**config.mk**
```make
export PLATFORM = sky130hd
export DESIGN_NAME = per_source_duplicate_frame_filter
export DESIGN_NICKNAME = d
export VERILOG_FILES = /design/src/design/psdff_pkg.sv /design/src/design/psdff_ctrl.sv /design/src/design/psdff_dp.sv /design/src/design/per_source_duplicate_frame_filter.sv
export SDC_FILE = /design/constraint.sdc
export NUM_CORES = 1
export LEC_CHECK = 0
export ABC_CLOCK_PERIOD_IN_PS = 3950
export BUFFER_PORTS_ARGS = -buffer_cell sky130_fd_sc_hd__buf_2
export CAP_MARGIN = 10
export CORE_UTILIZATION = 56
export CTS_CLUSTER_SIZE = 10
export DETAILED_ROUTE_END_ITERATION = 8
export HOLD_SLACK_MARGIN = 0.12
export PLACE_DENSITY_LB_ADDON = 0.15
export RECOVER_POWER = 100
export SYNTH_ARGS = -nofsm -noshare
export SYNTH_HDL_FRONTEND = slang
export SYNTH_HIERARCHICAL = 1
export SYNTH_SLANG_ARGS = --single-unit
```
**constraint.sdc**
```tcl
create_clock -name clk_i -period 3.95 [get_ports clk_i]
set_input_delay 0.1975 -clock clk_i [delete_from_list [all_inputs] [get_ports clk_i]]
set_output_delay 0.1975 -clock clk_i [all_outputs]
set_load 0.005 [all_outputs]
```
**src/design/psdff_pkg.sv**
```systemverilog
// ----------------------------------------------------------------------------
// Duplicate frame filter package
// Shared command and status types and register map constants.
// ----------------------------------------------------------------------------
`default_nettype none

package psdff_pkg;

  localparam int unsigned AddrW  = 32;
  localparam int unsigned IdW    = 8;
  localparam int unsigned TypeW  = 8;
  localparam int unsigned LimitW = 9;
  localparam int unsigned EntryW = AddrW + 2 * IdW;

  localparam int unsigned PaddrW = 3;
  localparam logic [PaddrW-3:0] RegCtrlLimit = 1'b0;

  typedef enum logic [3:0] {
    ST_IDLE   = 4'b0001,
    ST_SCAN   = 4'b0010,
    ST_FLUSH  = 4'b0100,
    ST_COMMIT = 4'b1000
  } state_e;

  typedef struct packed {
    logic start;
    logic scan_en;
    logic commit;
  } cmd_t;

  typedef struct packed {
    logic scan_last;
    logic out_free;
  } sts_t;

endpackage

`default_nettype wire

```
**src/design/psdff_ctrl.sv**
```systemverilog
// ----------------------------------------------------------------------------
// Duplicate frame filter controller
// Sequences the slot table scan and the final commit of one frame header.
// ----------------------------------------------------------------------------
`default_nettype none

module psdff_ctrl (
  input  wire logic           clk_i,
  input  wire logic           rst_ni,
  input  wire logic           in_valid_i,
  output logic                in_ready_o,
  input  wire psdff_pkg::sts_t sts_i,
  output psdff_pkg::cmd_t     cmd_o
);

  psdff_pkg::state_e state_q, state_d;

  always_ff @(posedge clk_i or negedge rst_ni) begin
    if (!rst_ni) begin
      state_q <= psdff_pkg::ST_IDLE;
    end else begin
      state_q <= state_d;
    end
  end

  always_comb begin
    state_d       = state_q;
    in_ready_o    = 1'b0;
    cmd_o.start   = 1'b0;
    cmd_o.scan_en = 1'b0;
    cmd_o.commit  = 1'b0;
    unique case (state_q)
      psdff_pkg::ST_IDLE: begin
        in_ready_o  = 1'b1;
        cmd_o.start = in_valid_i;
        if (in_valid_i) begin
          state_d = psdff_pkg::ST_SCAN;
        end
      end
      psdff_pkg::ST_SCAN: begin
        cmd_o.scan_en = 1'b1;
        if (sts_i.scan_last) begin
          state_d = psdff_pkg::ST_FLUSH;
        end
      end
      psdff_pkg::ST_FLUSH: begin
        state_d = psdff_pkg::ST_COMMIT;
      end
      psdff_pkg::ST_COMMIT: begin
        if (sts_i.out_free) begin
          cmd_o.commit = 1'b1;
          state_d      = psdff_pkg::ST_IDLE;
        end
      end
      default: begin
        state_d = psdff_pkg::ST_IDLE;
      end
    endcase
  end

endmodule

`default_nettype wire

```
**src/design/psdff_dp.sv**
```systemverilog
// ----------------------------------------------------------------------------
// Duplicate frame filter datapath
// Slot table memory, scan compare, slot update and output word register.
// ----------------------------------------------------------------------------
`default_nettype none

module psdff_dp #(
  parameter int unsigned SenderSlots = 16
) (
  input  wire logic                          clk_i,
  input  wire logic                          rst_ni,
  input  wire psdff_pkg::cmd_t               cmd_i,
  output psdff_pkg::sts_t                    sts_o,
  input  wire logic [psdff_pkg::AddrW-1:0]   source_addr_i,
  input  wire logic [psdff_pkg::IdW-1:0]     frame_id_i,
  input  wire logic [psdff_pkg::TypeW-1:0]   frame_type_i,
  input  wire logic [psdff_pkg::LimitW-1:0]  limit_i,
  input  wire logic                          out_ready_i,
  output logic                               out_valid_o,
  output logic                               accept_o,
  output logic                               is_control_o,
  output logic                               slot_replaced_o
);

  localparam int unsigned IdxW = (SenderSlots > 1) ? $clog2(SenderSlots) : 1;
  localparam logic [IdxW-1:0] LastIdx = IdxW'(SenderSlots - 1);

  logic [psdff_pkg::EntryW-1:0] slot_mem_q [SenderSlots];
  logic [psdff_pkg::EntryW-1:0] rd_data_q;

  logic [psdff_pkg::AddrW-1:0] addr_q;
  logic [psdff_pkg::IdW-1:0]   id_q;
  logic                        ctrl_q;

  logic [IdxW-1:0] cnt_q;
  logic [IdxW-1:0] cmp_idx_q;
  logic            cmp_v_q;

  logic            hit_found_q;
  logic [IdxW-1:0] hit_idx_q;
  logic [psdff_pkg::IdW-1:0] hit_cid_q;
  logic [psdff_pkg::IdW-1:0] hit_did_q;
  logic            free_found_q;
  logic [IdxW-1:0] free_idx_q;

  logic [SenderSlots-1:0] valid_q;
  logic [SenderSlots-1:0] cseen_q;
  logic [SenderSlots-1:0] dseen_q;
  logic [IdxW-1:0]        ptr_q;

  logic                        rd_valid;
  logic [psdff_pkg::AddrW-1:0] rd_addr;
  logic [psdff_pkg::IdW-1:0]   rd_cid;
  logic [psdff_pkg::IdW-1:0]   rd_did;
  logic                        dup;
  logic                        replace;
  logic                        do_write;
  logic [IdxW-1:0]             tgt;
  logic [psdff_pkg::IdW-1:0]   new_cid;
  logic [psdff_pkg::IdW-1:0]   new_did;

  assign rd_addr  = rd_data_q[psdff_pkg::AddrW-1:0];
  assign rd_cid   = rd_data_q[psdff_pkg::AddrW +: psdff_pkg::IdW];
  assign rd_did   = rd_data_q[psdff_pkg::AddrW + psdff_pkg::IdW +: psdff_pkg::IdW];
  assign rd_valid = valid_q[cmp_idx_q];

  assign sts_o.scan_last = (cnt_q == LastIdx);
  assign sts_o.out_free  = !out_valid_o || out_ready_i;

  always_comb begin
    dup = 1'b0;
    if (hit_found_q) begin
      if (ctrl_q) begin
        dup = cseen_q[hit_idx_q] && (hit_cid_q == id_q);
      end else begin
        dup = dseen_q[hit_idx_q] && (hit_did_q == id_q);
      end
    end
    replace  = !hit_found_q && !free_found_q;
    do_write = cmd_i.commit && !dup;
    priority if (hit_found_q) begin
      tgt     = hit_idx_q;
      new_cid = ctrl_q ? id_q : hit_cid_q;
      new_did = ctrl_q ? hit_did_q : id_q;
    end else begin
      tgt     = free_found_q ? free_idx_q : ptr_q;
      new_cid = ctrl_q ? id_q : '0;
      new_did = ctrl_q ? '0 : id_q;
    end
  end

  always_ff @(posedge clk_i) begin
    if (cmd_i.scan_en) begin
      rd_data_q <= slot_mem_q[cnt_q];
    end
    if (do_write) begin
      slot_mem_q[tgt] <= {new_did, new_cid, addr_q};
    end
  end

  always_ff @(posedge clk_i) begin
    if (cmd_i.start) begin
      addr_q <= source_addr_i;
      id_q   <= frame_id_i;
      ctrl_q <= ({1'b0, frame_type_i} < limit_i);
    end
    if (cmd_i.scan_en) begin
      cmp_idx_q <= cnt_q;
    end
    if (cmp_v_q && rd_valid && !hit_found_q && (rd_addr == addr_q)) begin
      hit_idx_q <= cmp_idx_q;
      hit_cid_q <= rd_cid;
      hit_did_q <= rd_did;
    end
    if (cmp_v_q && !rd_valid && !free_found_q) begin
      free_idx_q <= cmp_idx_q;
    end
    if (cmd_i.commit) begin
      accept_o        <= !dup;
      is_control_o    <= ctrl_q;
      slot_replaced_o <= !dup && replace;
    end
  end

  always_ff @(posedge clk_i or negedge rst_ni) begin
    if (!rst_ni) begin
      cnt_q        <= '0;
      cmp_v_q      <= 1'b0;
      hit_found_q  <= 1'b0;
      free_found_q <= 1'b0;
      valid_q      <= '0;
      cseen_q      <= '0;
      dseen_q      <= '0;
      ptr_q        <= '0;
      out_valid_o  <= 1'b0;
    end else begin
      cmp_v_q <= cmd_i.scan_en;
      if (cmd_i.start) begin
        cnt_q        <= '0;
        hit_found_q  <= 1'b0;
        free_found_q <= 1'b0;
      end else begin
        if (cmd_i.scan_en && !sts_o.scan_last) begin
          cnt_q <= cnt_q + 1'b1;
        end
        if (cmp_v_q && rd_valid && (rd_addr == addr_q)) begin
          hit_found_q <= 1'b1;
        end
        if (cmp_v_q && !rd_valid) begin
          free_found_q <= 1'b1;
        end
      end
      if (do_write) begin
        valid_q[tgt] <= 1'b1;
        cseen_q[tgt] <= ctrl_q || (hit_found_q && cseen_q[tgt]);
        dseen_q[tgt] <= !ctrl_q || (hit_found_q && dseen_q[tgt]);
        if (replace) begin
          ptr_q <= (ptr_q == LastIdx) ? '0 : ptr_q + 1'b1;
        end
      end
      if (cmd_i.commit) begin
        out_valid_o <= 1'b1;
      end else if (out_ready_i) begin
        out_valid_o <= 1'b0;
      end
    end
  end

endmodule

`default_nettype wire

```
**src/design/per_source_duplicate_frame_filter.sv**
```systemverilog
// ----------------------------------------------------------------------------
// Per-sender duplicate frame filter
// Rejects a frame header whose id repeats the last id of its class from the
// same sender, keeping a table of sender slots with round-robin reuse.
//
// The input stream carries one header per word: tdata holds the sender
// address, frame id and frame type. The output stream returns one word per
// header with the accept, control class and slot reuse flags. The APB port
// holds the control type limit at byte address 0.
// After a header is taken, the controller scans the slot table one entry per
// cycle through the memory read port, passes a flush state and then commits
// the result; the next header is taken only after that commit, not during a
// scan. The result waits in an output register while the receiver stalls;
// the next header can be taken and scanned meanwhile, and only its commit
// waits for the register to drain. Reset clears all slot valid and seen bits,
// the replacement pointer and the limit; no clearing pass is needed.
// ----------------------------------------------------------------------------
`default_nettype none

module per_source_duplicate_frame_filter #(
  parameter int unsigned SenderSlots = 16
) (
  input  wire logic        clk_i,
  input  wire logic        rst_ni,
  input  wire logic        s_axis_tvalid,
  output logic             s_axis_tready,
  // [31:0] source_addr, [39:32] frame_id, [47:40] frame_type
  input  wire logic [47:0] s_axis_tdata,
  output logic             m_axis_tvalid,
  input  wire logic        m_axis_tready,
  // [0] accept, [1] is_control, [2] slot_replaced, [7:3] zero
  output logic [7:0]       m_axis_tdata,
  input  wire logic        psel,
  input  wire logic        penable,
  input  wire logic        pwrite,
  input  wire logic [psdff_pkg::PaddrW-1:0] paddr,
  input  wire logic [31:0] pwdata,
  output logic [31:0]      prdata,
  output logic             pready
);

  psdff_pkg::cmd_t cmd;
  psdff_pkg::sts_t sts;

  logic [psdff_pkg::LimitW-1:0] limit_q;
  logic accept, is_control, slot_replaced;
  logic reg_hit;

  assign pready  = 1'b1;
  assign reg_hit = (paddr[psdff_pkg::PaddrW-1:2] == psdff_pkg::RegCtrlLimit);

  always_ff @(posedge clk_i or negedge rst_ni) begin
    if (!rst_ni) begin
      limit_q <= '0;
    end else if (psel && penable && pwrite && pready && reg_hit) begin
      limit_q <= pwdata[psdff_pkg::LimitW-1:0];
    end
  end

  assign prdata = reg_hit ? {{(32 - psdff_pkg::LimitW){1'b0}}, limit_q} : '0;

  psdff_ctrl u_ctrl (
    .clk_i      (clk_i),
    .rst_ni     (rst_ni),
    .in_valid_i (s_axis_tvalid),
    .in_ready_o (s_axis_tready),
    .sts_i      (sts),
    .cmd_o      (cmd)
  );

  psdff_dp #(
    .SenderSlots (SenderSlots)
  ) u_dp (
    .clk_i           (clk_i),
    .rst_ni          (rst_ni),
    .cmd_i           (cmd),
    .sts_o           (sts),
    .source_addr_i   (s_axis_tdata[31:0]),
    .frame_id_i      (s_axis_tdata[39:32]),
    .frame_type_i    (s_axis_tdata[47:40]),
    .limit_i         (limit_q),
    .out_ready_i     (m_axis_tready),
    .out_valid_o     (m_axis_tvalid),
    .accept_o        (accept),
    .is_control_o    (is_control),
    .slot_replaced_o (slot_replaced)
  );

  assign m_axis_tdata = {5'b0, slot_replaced, is_control, accept};

  a_commit_free : assert property (@(posedge clk_i) disable iff (!rst_ni)
    cmd.commit |-> (!m_axis_tvalid || m_axis_tready))
    else $error("result committed over an undelivered word");

  a_start_scans : assert property (@(posedge clk_i) disable iff (!rst_ni)
    (s_axis_tvalid && s_axis_tready) |=> (cmd.scan_en && !s_axis_tready))
    else $error("accepted header did not start a table scan");

  a_dup_no_replace : assert property (@(posedge clk_i) disable iff (!rst_ni)
    (m_axis_tvalid && !m_axis_tdata[0]) |-> !m_axis_tdata[2])
    else $error("duplicate frame reported a slot reuse");

endmodule

`default_nettype wire

```
# Word level (Yosys, flattened, before mapping)
# Memories as Yosys holds them, arrays and structs flattened. A register that Yosys moved wholly into a read port is not among the register bits.
# Index checks and enable logic that the tools add are counted.
dict set report word_totals {
  reg_bits 145
  latch_bits 0
  ram_bits 768
  rom_bits 0
  input_bits 90
  output_inout_bits 43
  word_cells 123
  n_memories 1
}
dict set report op_classes {
  n_addsub 2
  n_mul 0
  div_mod_pow 0
  magnitude_cmp 5
  n_eq_ne 12
  shifts 0
  mux 45
  n_bitwise 2
  n_reduce_logical 34
}
# memory depth word_bits read_ports rd_clocked_by_memory_dff wr line
set mem_list {}
lappend mem_list {u_dp.slot_mem_q 16 48 1 1 1 psdff_dp.sv:28} ;# logic [psdff_pkg::EntryW-1:0] slot_mem_q [SenderSlots];
# cell n
set op_table {}
lappend op_table {{two-way mux 8 bit} 6}
lappend op_table {{bitwise mux 16 bit} 2}
lappend op_table {{== test 32 bit} 1}
lappend op_table {{two-way mux 4 bit} 8}
lappend op_table {{two-way mux 1 bit} 21}
lappend op_table {{binary-select mux 1 bit (select 4 bit)} 5}
lappend op_table {{logical AND 1 bit} 18}
lappend op_table {{== test 8 bit} 2}
lappend op_table {{OR 16 bit} 1}
lappend op_table {{one-hot mux 4 bit (4 select lines)} 1}
lappend op_table {{less-than comparator 4 x 5 -> 1 bit, second input constant} 3}
lappend op_table {{== test 4 bit, second input constant} 3}
lappend op_table {{less-than comparator 8 x 9 -> 1 bit} 1}
lappend op_table {{two-way mux 9 bit} 1}
lappend op_table {{adder 4 x 1 -> 4 bit, second input constant} 2}
lappend op_table {{nonzero test 2 bit} 4}
lappend op_table {{logical NOT 1 bit} 7}
lappend op_table {{inequality test 2 bit, second input constant} 3}
lappend op_table {{demux 1 bit (select 4 bit)} 1}
lappend op_table {{== test 4 x 1 -> 1 bit, second input constant} 1}
lappend op_table {{== test 4 x 2 -> 1 bit, second input constant} 1}
lappend op_table {{== test 4 x 3 -> 1 bit, second input constant} 1}
lappend op_table {{greater-or-equal comparator 4 x 1 -> 1 bit, second input constant} 1}
lappend op_table {{logical OR 1 bit} 3}
lappend op_table {{3 further kinds} 3}

# Logic depth before layout (Yosys ltp)
# Gate-level depths: netlist of run 1.
dict set report logic_depth {
  ltp_word 9
  ltp_mapped 10
  depth_no_buf 8
}

# Hierarchy
# Netlist of run 1, hierarchy kept.
# module instances cells_per_inst area_per_inst_um2 seq_area_each_um2
set modules_own_cells {}
lappend modules_own_cells {psdff_dp 1 1558 36462.5 28167.0}
lappend modules_own_cells {per_source_duplicate_frame_filter 1 62 676.9 225.2}
lappend modules_own_cells {psdff_ctrl 1 18 209.0 101.3}

# Worst setup path after synthesis of run 1
# OpenSTA, ideal clock, no wires.
dict set report synth_timing {
  path_type {register to register}
  startpoint {register u_ctrl.state_q[0]}
  endpoint {register u_dp.cnt_q[3]}
  setup_ps 256
  arrival_ps 3442
  required_ps 3694
  slack_ps 253
  stages_incl_launch_ff 7
  n_path_buf 0
  period_less_slack_ps 3697
  cell_sequence {dfstp_2 > nand2b_1 > nor3_2 > nand2_1 > nor2_1 > xnor2_1 > nor2_1}
}
# item line
set synth_lines {}
lappend synth_lines {{start: declaration} psdff_ctrl.sv:16} ;# psdff_pkg::state_e state_q, state_d;
lappend synth_lines {{start signal: assignment} psdff_ctrl.sv:20} ;# state_q <= psdff_pkg::ST_IDLE;
lappend synth_lines {{start signal: assignment} psdff_ctrl.sv:22} ;# state_q <= state_d;
lappend synth_lines {{end signal: assignment} psdff_dp.sv:144} ;# cnt_q <= cnt_q + 1'b1;
lappend synth_lines {{end: declaration} psdff_dp.sv:35} ;# logic [IdxW-1:0] cnt_q;

# Final worst setup path of run 1
dict set report layout_timing {
  startpoint {register u_dp.hit_idx_q[0]}
  endpoint {memory u_dp/slot_mem_q[4][16] (netlist bit), enable pin}
}
dict set report layout_via {
  elab_chain_len 9
  word_cells_on_any_way 13
  classes_between {9 x mux; 4 x reduce/logical}
}
# item line
set layout_rtl {}
lappend layout_rtl {{start: declaration} psdff_dp.sv:40} ;# logic [IdxW-1:0] hit_idx_q;
lappend layout_rtl {{start signal: assignment} psdff_dp.sv:111} ;# hit_idx_q <= cmp_idx_q;
lappend layout_rtl {{binary-select mux 1 bit (select 4 bit), on equally long branches} {psdff_dp.sv:76, psdff_dp.sv:74}}
lappend layout_rtl {{two-way mux 1 bit, on equally long branches} {psdff_dp.sv:76, psdff_dp.sv:74}}
lappend layout_rtl {{logical AND 1 bit, on equally long branches} {psdff_dp.sv:76, psdff_dp.sv:74}}
lappend layout_rtl {{two-way mux 1 bit} psdff_dp.sv:73} ;# if (ctrl_q) begin
lappend layout_rtl {{two-way mux 1 bit} psdff_dp.sv:72} ;# if (hit_found_q) begin
lappend layout_rtl {{logical NOT 1 bit} psdff_dp.sv:80} ;# do_write = cmd_i.commit && !dup;
lappend layout_rtl {{logical AND 1 bit} psdff_dp.sv:80}
lappend layout_rtl {{two-way mux 1 bit} psdff_dp.sv:96} ;# if (do_write) begin
lappend layout_rtl {{two-way mux 1 bit (implied by the code)} psdff_dp.sv:97} ;# slot_mem_q[tgt] <= {new_did, new_cid, addr_q};
lappend layout_rtl {{end: declaration} psdff_dp.sv:28}
# Parallel ways exist; a longest one is shown, timed or not. The select of a mux whose other input is x is not followed.

==> results of run 1 <==
per-stage QoR:
step / hold slack [ns] / utilization [%] / cells / worst slack [ns] / instance area [µm²]
3_3_place_gp: 0.373 / 59.9 / 2578 / 0.501 / 39500
3_5_place_dp: 0.376 / 59.9 / 2578 / 0.454 / 39500
2_1_floorplan: -0.0981 / - / 1665 / 0.253 / 37400
6_report: 0.266 / 64.9 / 2790 / 0.310 / 42800
5_1_grt: 0.248 / 64.9 / 2790 / 0.129 / 42800
4_1_cts: 0.230 / 65.3 / 2790 / 0.419 / 43000
layout make-up:
class	count	area share, %
Sequential cell	961	66.6
Multi-Input combinational cell	583	19.5
Clock buffer	145	6.74
Timing Repair Buffer	215	4.45
Tap cell	864	2.53
Inverter	18	0.158
Clock inverter	4	0.0614
layout by cell type, fill, tap and decap left out, drive strengths merged, types with 7 or more instances in the layout:
cell	instances
a22o	8
mux4	257
inv	20
or2	16
dfrtp	72
a21oi	8
conb	29
mux2	47
nor2	17
o21ai	16
xor2	21
clkbuf	194
and2b	9
nand4	11
and4	16
nor4	7
nand2	16
nor2b	7
edfxtp	888
mux2i	17
ha	9
dlygate4sd3	63
buf	103
xnor2	31
Yosys cell counts, types with 5 or more instances:
cell type  instances
nor2b_1            7
and4_4            10
mux4_2           257
nand2_1           16
clkbuf_1          45
nand2b_1           6
xnor2_1           31
dfrtp_1           72
mux2_2            24
buf_6              6
edfxtp_1         888
o21ai_0           15
nand4_1           11
xor2_1            21
buf_1             17
nor4_1             6
inv_1             18
ha_1               9
and4_1             6
mux2_1            22
nand3_1            5
and2b_2            9
nor2_1            17
buf_4             33
and2_1             6
a22o_1             8
mux2i_1           15
a21oi_1            8
or2_2             16
worst paths after layout:
check | depth (start not counted) | slack (ns) | end
hold reg to reg | 0 | 0.41 | u_dp/hit_cid_q[0]
min in group asynchronous | 2 | 0.61 | u_dp/dseen_q[4]
setup / recovery | 7 | 0.31 | u_dp/slot_mem_q[4][16]
setup reg to reg | 7 | 0.31 | u_dp/slot_mem_q[4][16]
max in group asynchronous | 2 | 2.23 | u_dp/valid_q[0]
hold / removal | 2 | 0.27 | u_dp/id_q[6]
sequential cells by signal, indices dropped and copies added (netlist names), 8 cells and up:
name,count
u_dp/slot_mem_q,768
u_dp/rd_data_q,48
u_dp/addr_q,32
u_dp/cseen_q,16
u_dp/dseen_q,16
u_dp/valid_q,16
limit_q,9
u_dp/hit_cid_q,8
u_dp/hit_did_q,8
u_dp/id_q,8
timing repair:
item,in CTS,in global routing
buffers inserted,0,0
hold buffers,63,0
endpoints found under the setup margin,0,0
endpoints found under the hold margin,126,0
cell families after synthesis:
family	after synthesis	share of synthesized area, %
AND/OR/NAND/NOR	128	2.26
buffers and inverters	121	1.68
XOR/XNOR	52	1.22
other	2	0.0201
flip-flops	961	76.3
multiplexers	321	17.4
AO/OA/AOI/OAI	44	0.781
adder cells (fa/ha/maj)	9	0.302
where the power goes:
group          switching, mW  internal [mW]
clock network           3.56           4.98
logic                   1.66           1.93
registers              0.587           11.9
total                   5.80           18.9
metal layers:
layer  vias to the layer above  global-route usage, %  part of all wire [%]
met4                         0                   5.91                   1.8
met2                       580                   38.3                    50
met5                         -                      0                     0
met1                      9181                   34.2                    43
li1                       7245                      -                     -
met3                       108                   3.47                   5.6
worst register-to-register path, cell delays in order (launching register included):
cell and delay, ns:
edfxtp_1 0.56, buf_4 0.28, mux4_2 0.52, a211oi_1 0.26, a21oi_1 0.12, a41oi_2 0.43
and4_2 0.76, clkbuf_2 0.38
==> results.json, run 1 <==
{
  "synth_area_mm2": 0.0373,
  "postSynthAreaPerCell_um2": 22.8,
  "cts_tree": "built",
  "firstDrtPassIters": 5,
  "rows": 94,
  "area_growth_pct": 14.5,
  "hpwl_um": 42400,
  "reg2reg_from": "u_dp/hit_idx_q[0]",
  "drt_iter0_drc": 1338,
  "timing.final.crit_period_ns": 3.64,
  "seq_area_mm2": 0.0285,
  "die_h_um": 260,
  "drive_gt1_share_pct": 28.8,
  "clock_tree.root_cell": "clkbuf_16",
  "clk_latency_ns": 0.65,
  "cts_buffer_depth": 3,
  "crit_path_end_kind": "flop",
  "setup_tns_ns": 0,
  "synthArstFlopShare_pct": 7.60,
  "wl_um": 77000,
  "grt_overflow_total": 0,
  "hold_viol": 0,
  "synth_top_area_cell": "edfxtp_1",
  "leakagePower_nw": 14.0,
  "rsz0062_at_grt": "no",
  "slew_viol_final": 325,
  "antenna_found_initial": 0,
  "cts.sinks": 961,
  "die_area_mm2": 0.0677,
  "cts.clk_slew.worst_paths_ns": 0.06,
  "relSlewSlack_pct": -58.6,
  "crit_chain": "buf_4 -> mux4_2 -> a211oi_1 -> a21oi_1 -> a41oi_2 -> and4_2 -> clkbuf_2",
  "hp-start": "s_axis_tdata[38]",
  "synth_warnings": 6,
  "arrival_ns": 3.95,
  "ys_types": 52,
  "grt.total_usage_pct": 23.6,
  "io-pin-count": 133,
  "cp_top_family": "compound AO/OA/AOI/OAI gates",
  "slowest_stage": "and4_2",
  "clock_skew_ns": 0.0220,
  "worstMarginPinSlew_ns": 2.38,
  "port_buffers": 78,
  "p_total_mw": 24.7,
  "drc": 0,
  "synth_edf_count": 888,
  "die_w_um": 260,
  "setup_viol": 0,
  "yosys-top-cells-area": "edfxtp_1 (71%), mux4_2 (15%), dfrtp_1 (4.8%), xnor2_1 (0.73%), mux2_2 (0.72%)",
  "multi_input_area_mm2": 0.00832,
  "nets": 1985,
  "status": "finished with violations",
  "diodes": 0,
  "avgRoutedWirePerCell_um": 27.6,
  "fin_crit_sh_pct": 92.2,
  "grt_max_degree": 74,
  "core_mm2": 0.0659,
  "violations": "capacitance limit, slew limit",
  "gp_congestion": 0.798,
  "grt_pass1_wl_um": 115000,
  "num_vias": 17100,
  "first_global_vias": 17800,
  "crit_path_start": "u_dp/hit_idx_q[0]",
  "p_per_area_mw_per_mm2": 576,
  "via_per_inst": 6.13,
  "synthCells": 1638,
  "ctsResizeCount": 0,
  "drv_cap": 10,
  "critPathMaxFanout": 13,
  "startpoint_type": "flop",
  "fillers": 4325,
  "ant_nets": 0,
  "start_util_pct": 56.7,
  "ir_drop_mv": 0.383,
  "max_freq_mhz": 275,
  "path_class": "reg -> reg",
  "worst-path-buf-inv": 2,
  "required_ns": 4.26,
  "htreeDepth": 3,
  "cts_buffers": 107,
  "yosysSeqAreaShare_pct": 76.3,
  "hold_class": "in -> reg",
  "ys_seq_elements": 961,
  "critPathMaxStageDelay_ns": 0.75,
  "synth_ff_type": "edfxtp_1",
  "yosysTopAreaCellShare_pct": 71.4
}
Power figures use the tool's default switching activity.
==> run 2: changes to the inputs <==
BUFFER_PORTS_ARGS = not set   (was -buffer_cell sky130_fd_sc_hd__buf_2)
CORE_ASPECT_RATIO = 0.75   (was not set)
CORE_UTILIZATION = 57   (was 56)
CTS_CLUSTER_DIAMETER = 30   (was not set)
DONT_BUFFER_PORTS = 1   (was not set)
==> results.json, run 2 (same netlist as run 1, synthesis figures left out) <==
{
  "status": "finished with violations",
  "violations": "capacitance limit, slew limit",
  "die_w_um": 298,
  "wl_um": 78400,
  "relSlewSlack_pct": -64.6,
  "core_mm2": 0.0642,
  "ant_nets": 0,
  "drv_cap": 7,
  "rsz0062_at_grt": "no",
  "final_cell_mix": "edfxtp_1 (888), mux4_2 (257), clkbuf_16 (153)",
  "cts_tree": "built",
  "cts.clk_slew.worst_paths_ns": 0.05,
  "clock_tree.root_cell": "clkbuf_16",
  "num_vias": 17300,
  "ir_drop_mv": 0.496,
  "final_core_util_pct": 69.5,
  "reg2reg_from": "u_dp/ctrl_q",
  "grt.total_usage_pct": 24.6,
  "worstReg2RegEnd": "u_dp/valid_q[5]",
  "setup_viol": 0,
  "hold_class": "in -> reg",
  "drt_iter0_drc": 1661,
  "ff2ff_path_depth": 8,
  "htreeDepth": 4,
  "regMostFlops": "u_dp/slot_mem_q",
  "p_per_area_mw_per_mm2": 641,
  "area_growth_pct": 19.4,
  "reg.largest.list": "u_dp/slot_mem_q (768), u_dp/rd_data_q (48), u_dp/addr_q (32)",
  "fillers": 3863,
  "fin_crit_sh_pct": 92.8,
  "required_ns": 4.54,
  "final_common_cell": "edfxtp_1",
  "arrival_ns": 4.26,
  "path_class": "reg -> reg",
  "grt_max_degree": 73,
  "reg2reg_setup_slack_ns": 0.28,
  "setup_tns_ns": 0,
  "grt_overflow_total": 0,
  "clock_skew_ns": 0.0252,
  "first_global_vias": 18100,
  "crit_end": "u_dp/valid_q[5]",
  "nets": 1978,
  "slew_viol_final": 223,
  "cts.sinks": 961,
  "crit_path_start": "u_dp/ctrl_q",
  "timing.final.crit_period_ns": 3.67,
  "drc": 0,
  "max_freq_mhz": 273,
  "io-pin-count": 133,
  "rows": 80,
  "startpoint_type": "flop",
  "leakagePower_nw": 14.7,
  "hpwl_um": 41400,
  "start_util_pct": 58.2,
  "die_area_mm2": 0.0666,
  "cts_buffer_depth": 3,
  "die_h_um": 224,
  "post_cts_buffers": 0,
  "grt_pass1_wl_um": 117000,
  "clk_latency_ns": 0.72,
  "crit_path_end_kind": "flop",
  "firstDrtPassIters": 7,
  "antenna_found_initial": 1,
  "avgRoutedWirePerCell_um": 27.5,
  "hold_viol": 0,
  "largest_reg_flops": 768,
  "cts_buffers": 146,
  "via_per_inst": 6.09,
  "gp_congestion": 0.847,
  "worstMarginPinSlew_ns": 2.47,
  "port_buffers": 0,
  "critPathMaxFanout": 29,
  "drive_gt1_share_pct": 29.8
}
==> run 2: cell types whose count changed in the layout (fill, tap and decap cells not counted), sizes merged <==
cell | previous run | this run
inv | 20 | 25
diode | 0 | 1
clkbuf | 194 | 190
bufinv | 0 | 16
buf | 103 | 49
clkinvlp | 0 | 14
clkinv | 2 | 47
dlygate4sd3 | 63 | 99
==> run 2: final cells by class <==
| cell class | instances | area [µm²] | share of cell area [%] |
|---|---|---|---|
| diodes | 1 | 2.50 | 0.00561 |
| clock buffers | 169 | 3910 | 8.76 |
| clock inverters | 84 | 878 | 1.97 |
| inverters | 18 | 67.6 | 0.151 |
| multi-input cells | 583 | 8310 | 18.6 |
| flip-flops and latches | 961 | 28500 | 63.9 |
| well taps | 861 | 1080 | 2.42 |
| repair buffers | 169 | 1860 | 4.18 |
==> run 2: worst max-delay path, cell delays in order, from the launching register on <==
cell	delay, ns
edfxtp_1	0.35
clkbuf_1	0.91
and2_0	0.77
nor2b_1	0.27
a41oi_2	0.13
buf_4	0.22
and4_4	0.20
buf_4	0.30
or2_2	0.36
==> run 2: how the worst min path moves through the flow <==
stage | startpoint | end | slack (ns) | depth (start not counted)
after floorplan | rst_ni | limit_q[0] | -0.1 | 0
after global placement | rst_ni | u_dp/dseen_q[3] | -0.1 | 0
after detailed placement | rst_ni | u_dp/dseen_q[2] | -0.1 | 0
after CTS | s_axis_tdata[18] | u_dp/addr_q[18] | 0.14 | 1
after global routing | s_axis_tdata[30] | u_dp/addr_q[30] | 0.14 | 1
final | s_axis_tdata[18] | u_dp/addr_q[18] | 0.17 | 1
==> run 2: metal layers <==
metal | vias up | share of wire, % | track usage, %
li1 | 7309 | - | -
met1 | 9274 | 43 | 35.9
met2 | 633 | 48 | 37.4
met3 | 103 | 6.9 | 5.54
met4 | 0 | 1.8 | 8.23
met5 | - | 0 | 0
==> run 2: where the power goes <==
group / internal (mW) / switching (mW) / total (mW)
Clock: 8.08 / 4.41 / 12.5
Combinational: 1.88 / 1.72 / 3.59
Sequential: 11.9 / 0.557 / 12.5
==> run 2: through the flow <==
| stage | instances | power, mW | worst slack, ns | instance area [µm²] | hold slack [ns] |
|---|---|---|---|---|---|
| finish | 2846 | 28.6 | 0.284 | 44600 | 0.171 |
| detailed placement | 2491 | 16.2 | 0.566 | 39000 | -0.0966 |
| CTS | 2845 | 28.9 | 0.558 | 44800 | 0.141 |
| global placement | 2491 | 16.1 | 0.570 | 39000 | -0.0966 |
| global route | 2846 | 29.5 | 0.187 | 44600 | 0.143 |
| floorplan | 1665 | 15.1 | 0.253 | 37400 | -0.0981 |
==> run 2: repair_timing <==
item | 4_1_cts | 5_1_grt
endpoints found under the hold margin | 129 | 0
hold buffers | 101 | 0
resized for setup | 0 | 0
==> run 3: changes to the inputs <==
ABC_CLOCK_PERIOD_IN_PS = 3120   (was 3950)
clock period = 3.12 ns   (was 3.95 ns; I/O delays follow)
==> results.json, run 3 (same netlist as run 1, synthesis figures left out) <==
{
  "status": "finished with violations",
  "violations": "capacitance limit, slew limit",
  "grt_pass1_wl_um": 122000,
  "wl_um": 83100,
  "hpwl_um": 47600,
  "cts.clk_slew.worst_paths_ns": 0.05,
  "core_mm2": 0.0642,
  "avgRoutedWirePerCell_um": 28.3,
  "nets": 2073,
  "hold_viol": 0,
  "cts.sinks": 961,
  "p_comb_share_pct": 13.9,
  "rsz0062_at_grt": "no",
  "arrival_ns": 3.41,
  "die_area_mm2": 0.0666,
  "fin_crit_sh_pct": 97.0,
  "power_frac_seq_pct": 42.5,
  "whs_ns": 0.161,
  "grt_max_degree": 92,
  "ant_nets": 0,
  "hp-start": "s_axis_tdata[7]",
  "cts_buffer_depth": 3,
  "switchingPower_mw": 8.56,
  "drv_cap": 4,
  "drc": 0,
  "antenna_found_initial": 0,
  "max_freq_mhz": 330,
  "startpoint_type": "flop",
  "io-pin-count": 133,
  "ff2ff_path_depth": 9,
  "p_int_mw": 28.1,
  "via_per_inst": 6.13,
  "crit_path_end_kind": "flop",
  "hold_class": "in -> reg",
  "reg2reg_from": "u_dp/hit_idx_q[0]",
  "drt_iter0_drc": 1976,
  "worstMarginPinSlew_ns": 1.85,
  "drive_gt1_share_pct": 32.3,
  "critPathMaxStageDelay_ns": 0.49,
  "setup_viol": 0,
  "path_class": "reg -> reg",
  "timing.final.crit_period_ns": 3.03,
  "port_buffers": 0,
  "die_w_um": 298,
  "reg2reg_setup_slack_ns": 0.09,
  "first_global_vias": 18500,
  "clock_tree.root_cell": "clkbuf_16",
  "cts_buffers": 145,
  "clock_skew_ns": 0.0306,
  "crit_top_cell": "buf_12",
  "num_vias": 18000,
  "firstDrtPassIters": 5,
  "ir_drop_mv": 0.680,
  "start_util_pct": 58.2,
  "critPathMaxFanout": 23,
  "crit_chain": "buf_4 -> mux4_2 -> nor2b_1 -> a211oi_1 -> a211oi_2 -> a41oi_2 -> buf_12 -> and4_4 -> buf_12",
  "gp_congestion": 0.840,
  "fillers": 3754,
  "grt_overflow_total": 0,
  "slowest_stage": "mux4_2",
  "hold_path_depth": 1,
  "required_ns": 3.50,
  "worstReg2RegEnd": "u_dp/slot_mem_q[2][8]",
  "slew_viol_final": 196,
  "p_per_area_mw_per_mm2": 804,
  "worst-path-buf-inv": 3,
  "rows": 80,
  "leakagePower_nw": 15.3,
  "grt.total_usage_pct": 25.5,
  "regMostFlops": "u_dp/slot_mem_q",
  "reg.largest.list": "u_dp/slot_mem_q (768), u_dp/rd_data_q (48), u_dp/addr_q (32)",
  "die_h_um": 224,
  "cp_top_family": "compound AO/OA/AOI/OAI gates",
  "final_cell_mix": "edfxtp_1 (888), mux4_2 (257), clkbuf_16 (154)",
  "p_total_mw": 36.7,
  "diodes": 0,
  "area_growth_pct": 22.1,
  "cts_tree": "built",
  "largest_reg_flops": 768,
  "switching_share_pct": 23.4,
  "relSlewSlack_pct": -23.0,
  "pwr-share-clk_pct": 43.6,
  "htreeDepth": 4,
  "clk_latency_ns": 0.71,
  "final_common_cell": "edfxtp_1",
  "min_to": "u_dp/addr_q[7]"
}
## run 3: cell types whose count changed in the layout (fill, tap and decap cells not counted), moves of 2 or more
| cell | change |
|---|---|
| buf_6 | -3 |
| and4_4 | +11 |
| clkbuf_2 | +7 |
| buf_4 | +50 |
| dlygate4sd3_1 | +2 |
| clkinv_2 | -3 |
| and4_1 | -5 |
| o21ai_0 | -2 |
| buf_12 | +18 |
| bufinv_16 | +3 |
| o21ai_1 | +2 |
| clkinvlp_4 | -6 |
| clkbuf_1 | +23 |
| inv_6 | -4 |
## run 3: worst max path at each step
stage	end	cells after the start	slack [ns]	from
floorplan	u_dp/dseen_q[14]	8	0.11	u_dp/hit_idx_q[0]
global placement	u_dp/slot_mem_q[12][24]	8	-0.02	u_dp/hit_idx_q[0]
detailed placement	u_dp/slot_mem_q[12][21]	8	-0.01	u_dp/hit_idx_q[0]
CTS	u_dp/slot_mem_q[0][17]	8	0.0002	u_dp/hit_idx_q[0]
global route	u_dp/slot_mem_q[2][2]	9	0.00009	u_dp/hit_idx_q[0]
finish	u_dp/slot_mem_q[2][8]	9	0.09	u_dp/hit_idx_q[0]
## run 3: layer usage
metal	GRT usage, %	part of all wire, %
met5	0	0
met4	7.93	2.1
met3	4.63	8.4
met2	38.8	47
met1	38.2	42
## run 3: power groups by stage
| stage | registers (mW) | clock network [mW] | logic (mW) |
|---|---|---|---|
| 4_1_cts | 15.6 | 16.2 | 5.26 |
| 5_1_grt | 15.6 | 16.8 | 5.43 |
| 2_1_floorplan | 15.7 | 0 | 3.43 |
| 6_report | 15.6 | 16.0 | 5.08 |
| 3_5_place_dp | 15.8 | 0 | 5.08 |
| 3_3_place_gp | 15.8 | 0 | 5.00 |
## run 3: through the flow
step	instances	setup TNS [ns]	area [µm²]	util [%]	worst slack (ns)
after detailed placement	2568	-0.0739	39800	62.1	-0.0109
after floorplan	1665	0	37500	-	0.112
after CTS	2925	0	45700	71.3	0.000152
after global placement	2568	-0.889	39800	62.1	-0.0220
final	2941	0	45600	71.0	0.0939
after global routing	2941	0	45600	71.0	0.0000870
## run 3: cell type report
cell class	instances	area (µm²)	share of cell area, %
clock buffer	178	3950	8.67
clock inverter	75	890	1.95
inverter	18	67.6	0.148
multi-input combinational	590	8420	18.5
sequential	961	28500	62.5
tap	861	1080	2.36
timing repair buffer	258	2680	5.88
## run 3: repair_timing
item,CTS,global route
buffers inserted,1,8
endpoints found under the setup margin,2,630
resized for setup,0,1
pin swaps,0,0
hold endpoints to repair,174,0
hold buffers,103,0
gates cloned,0,7
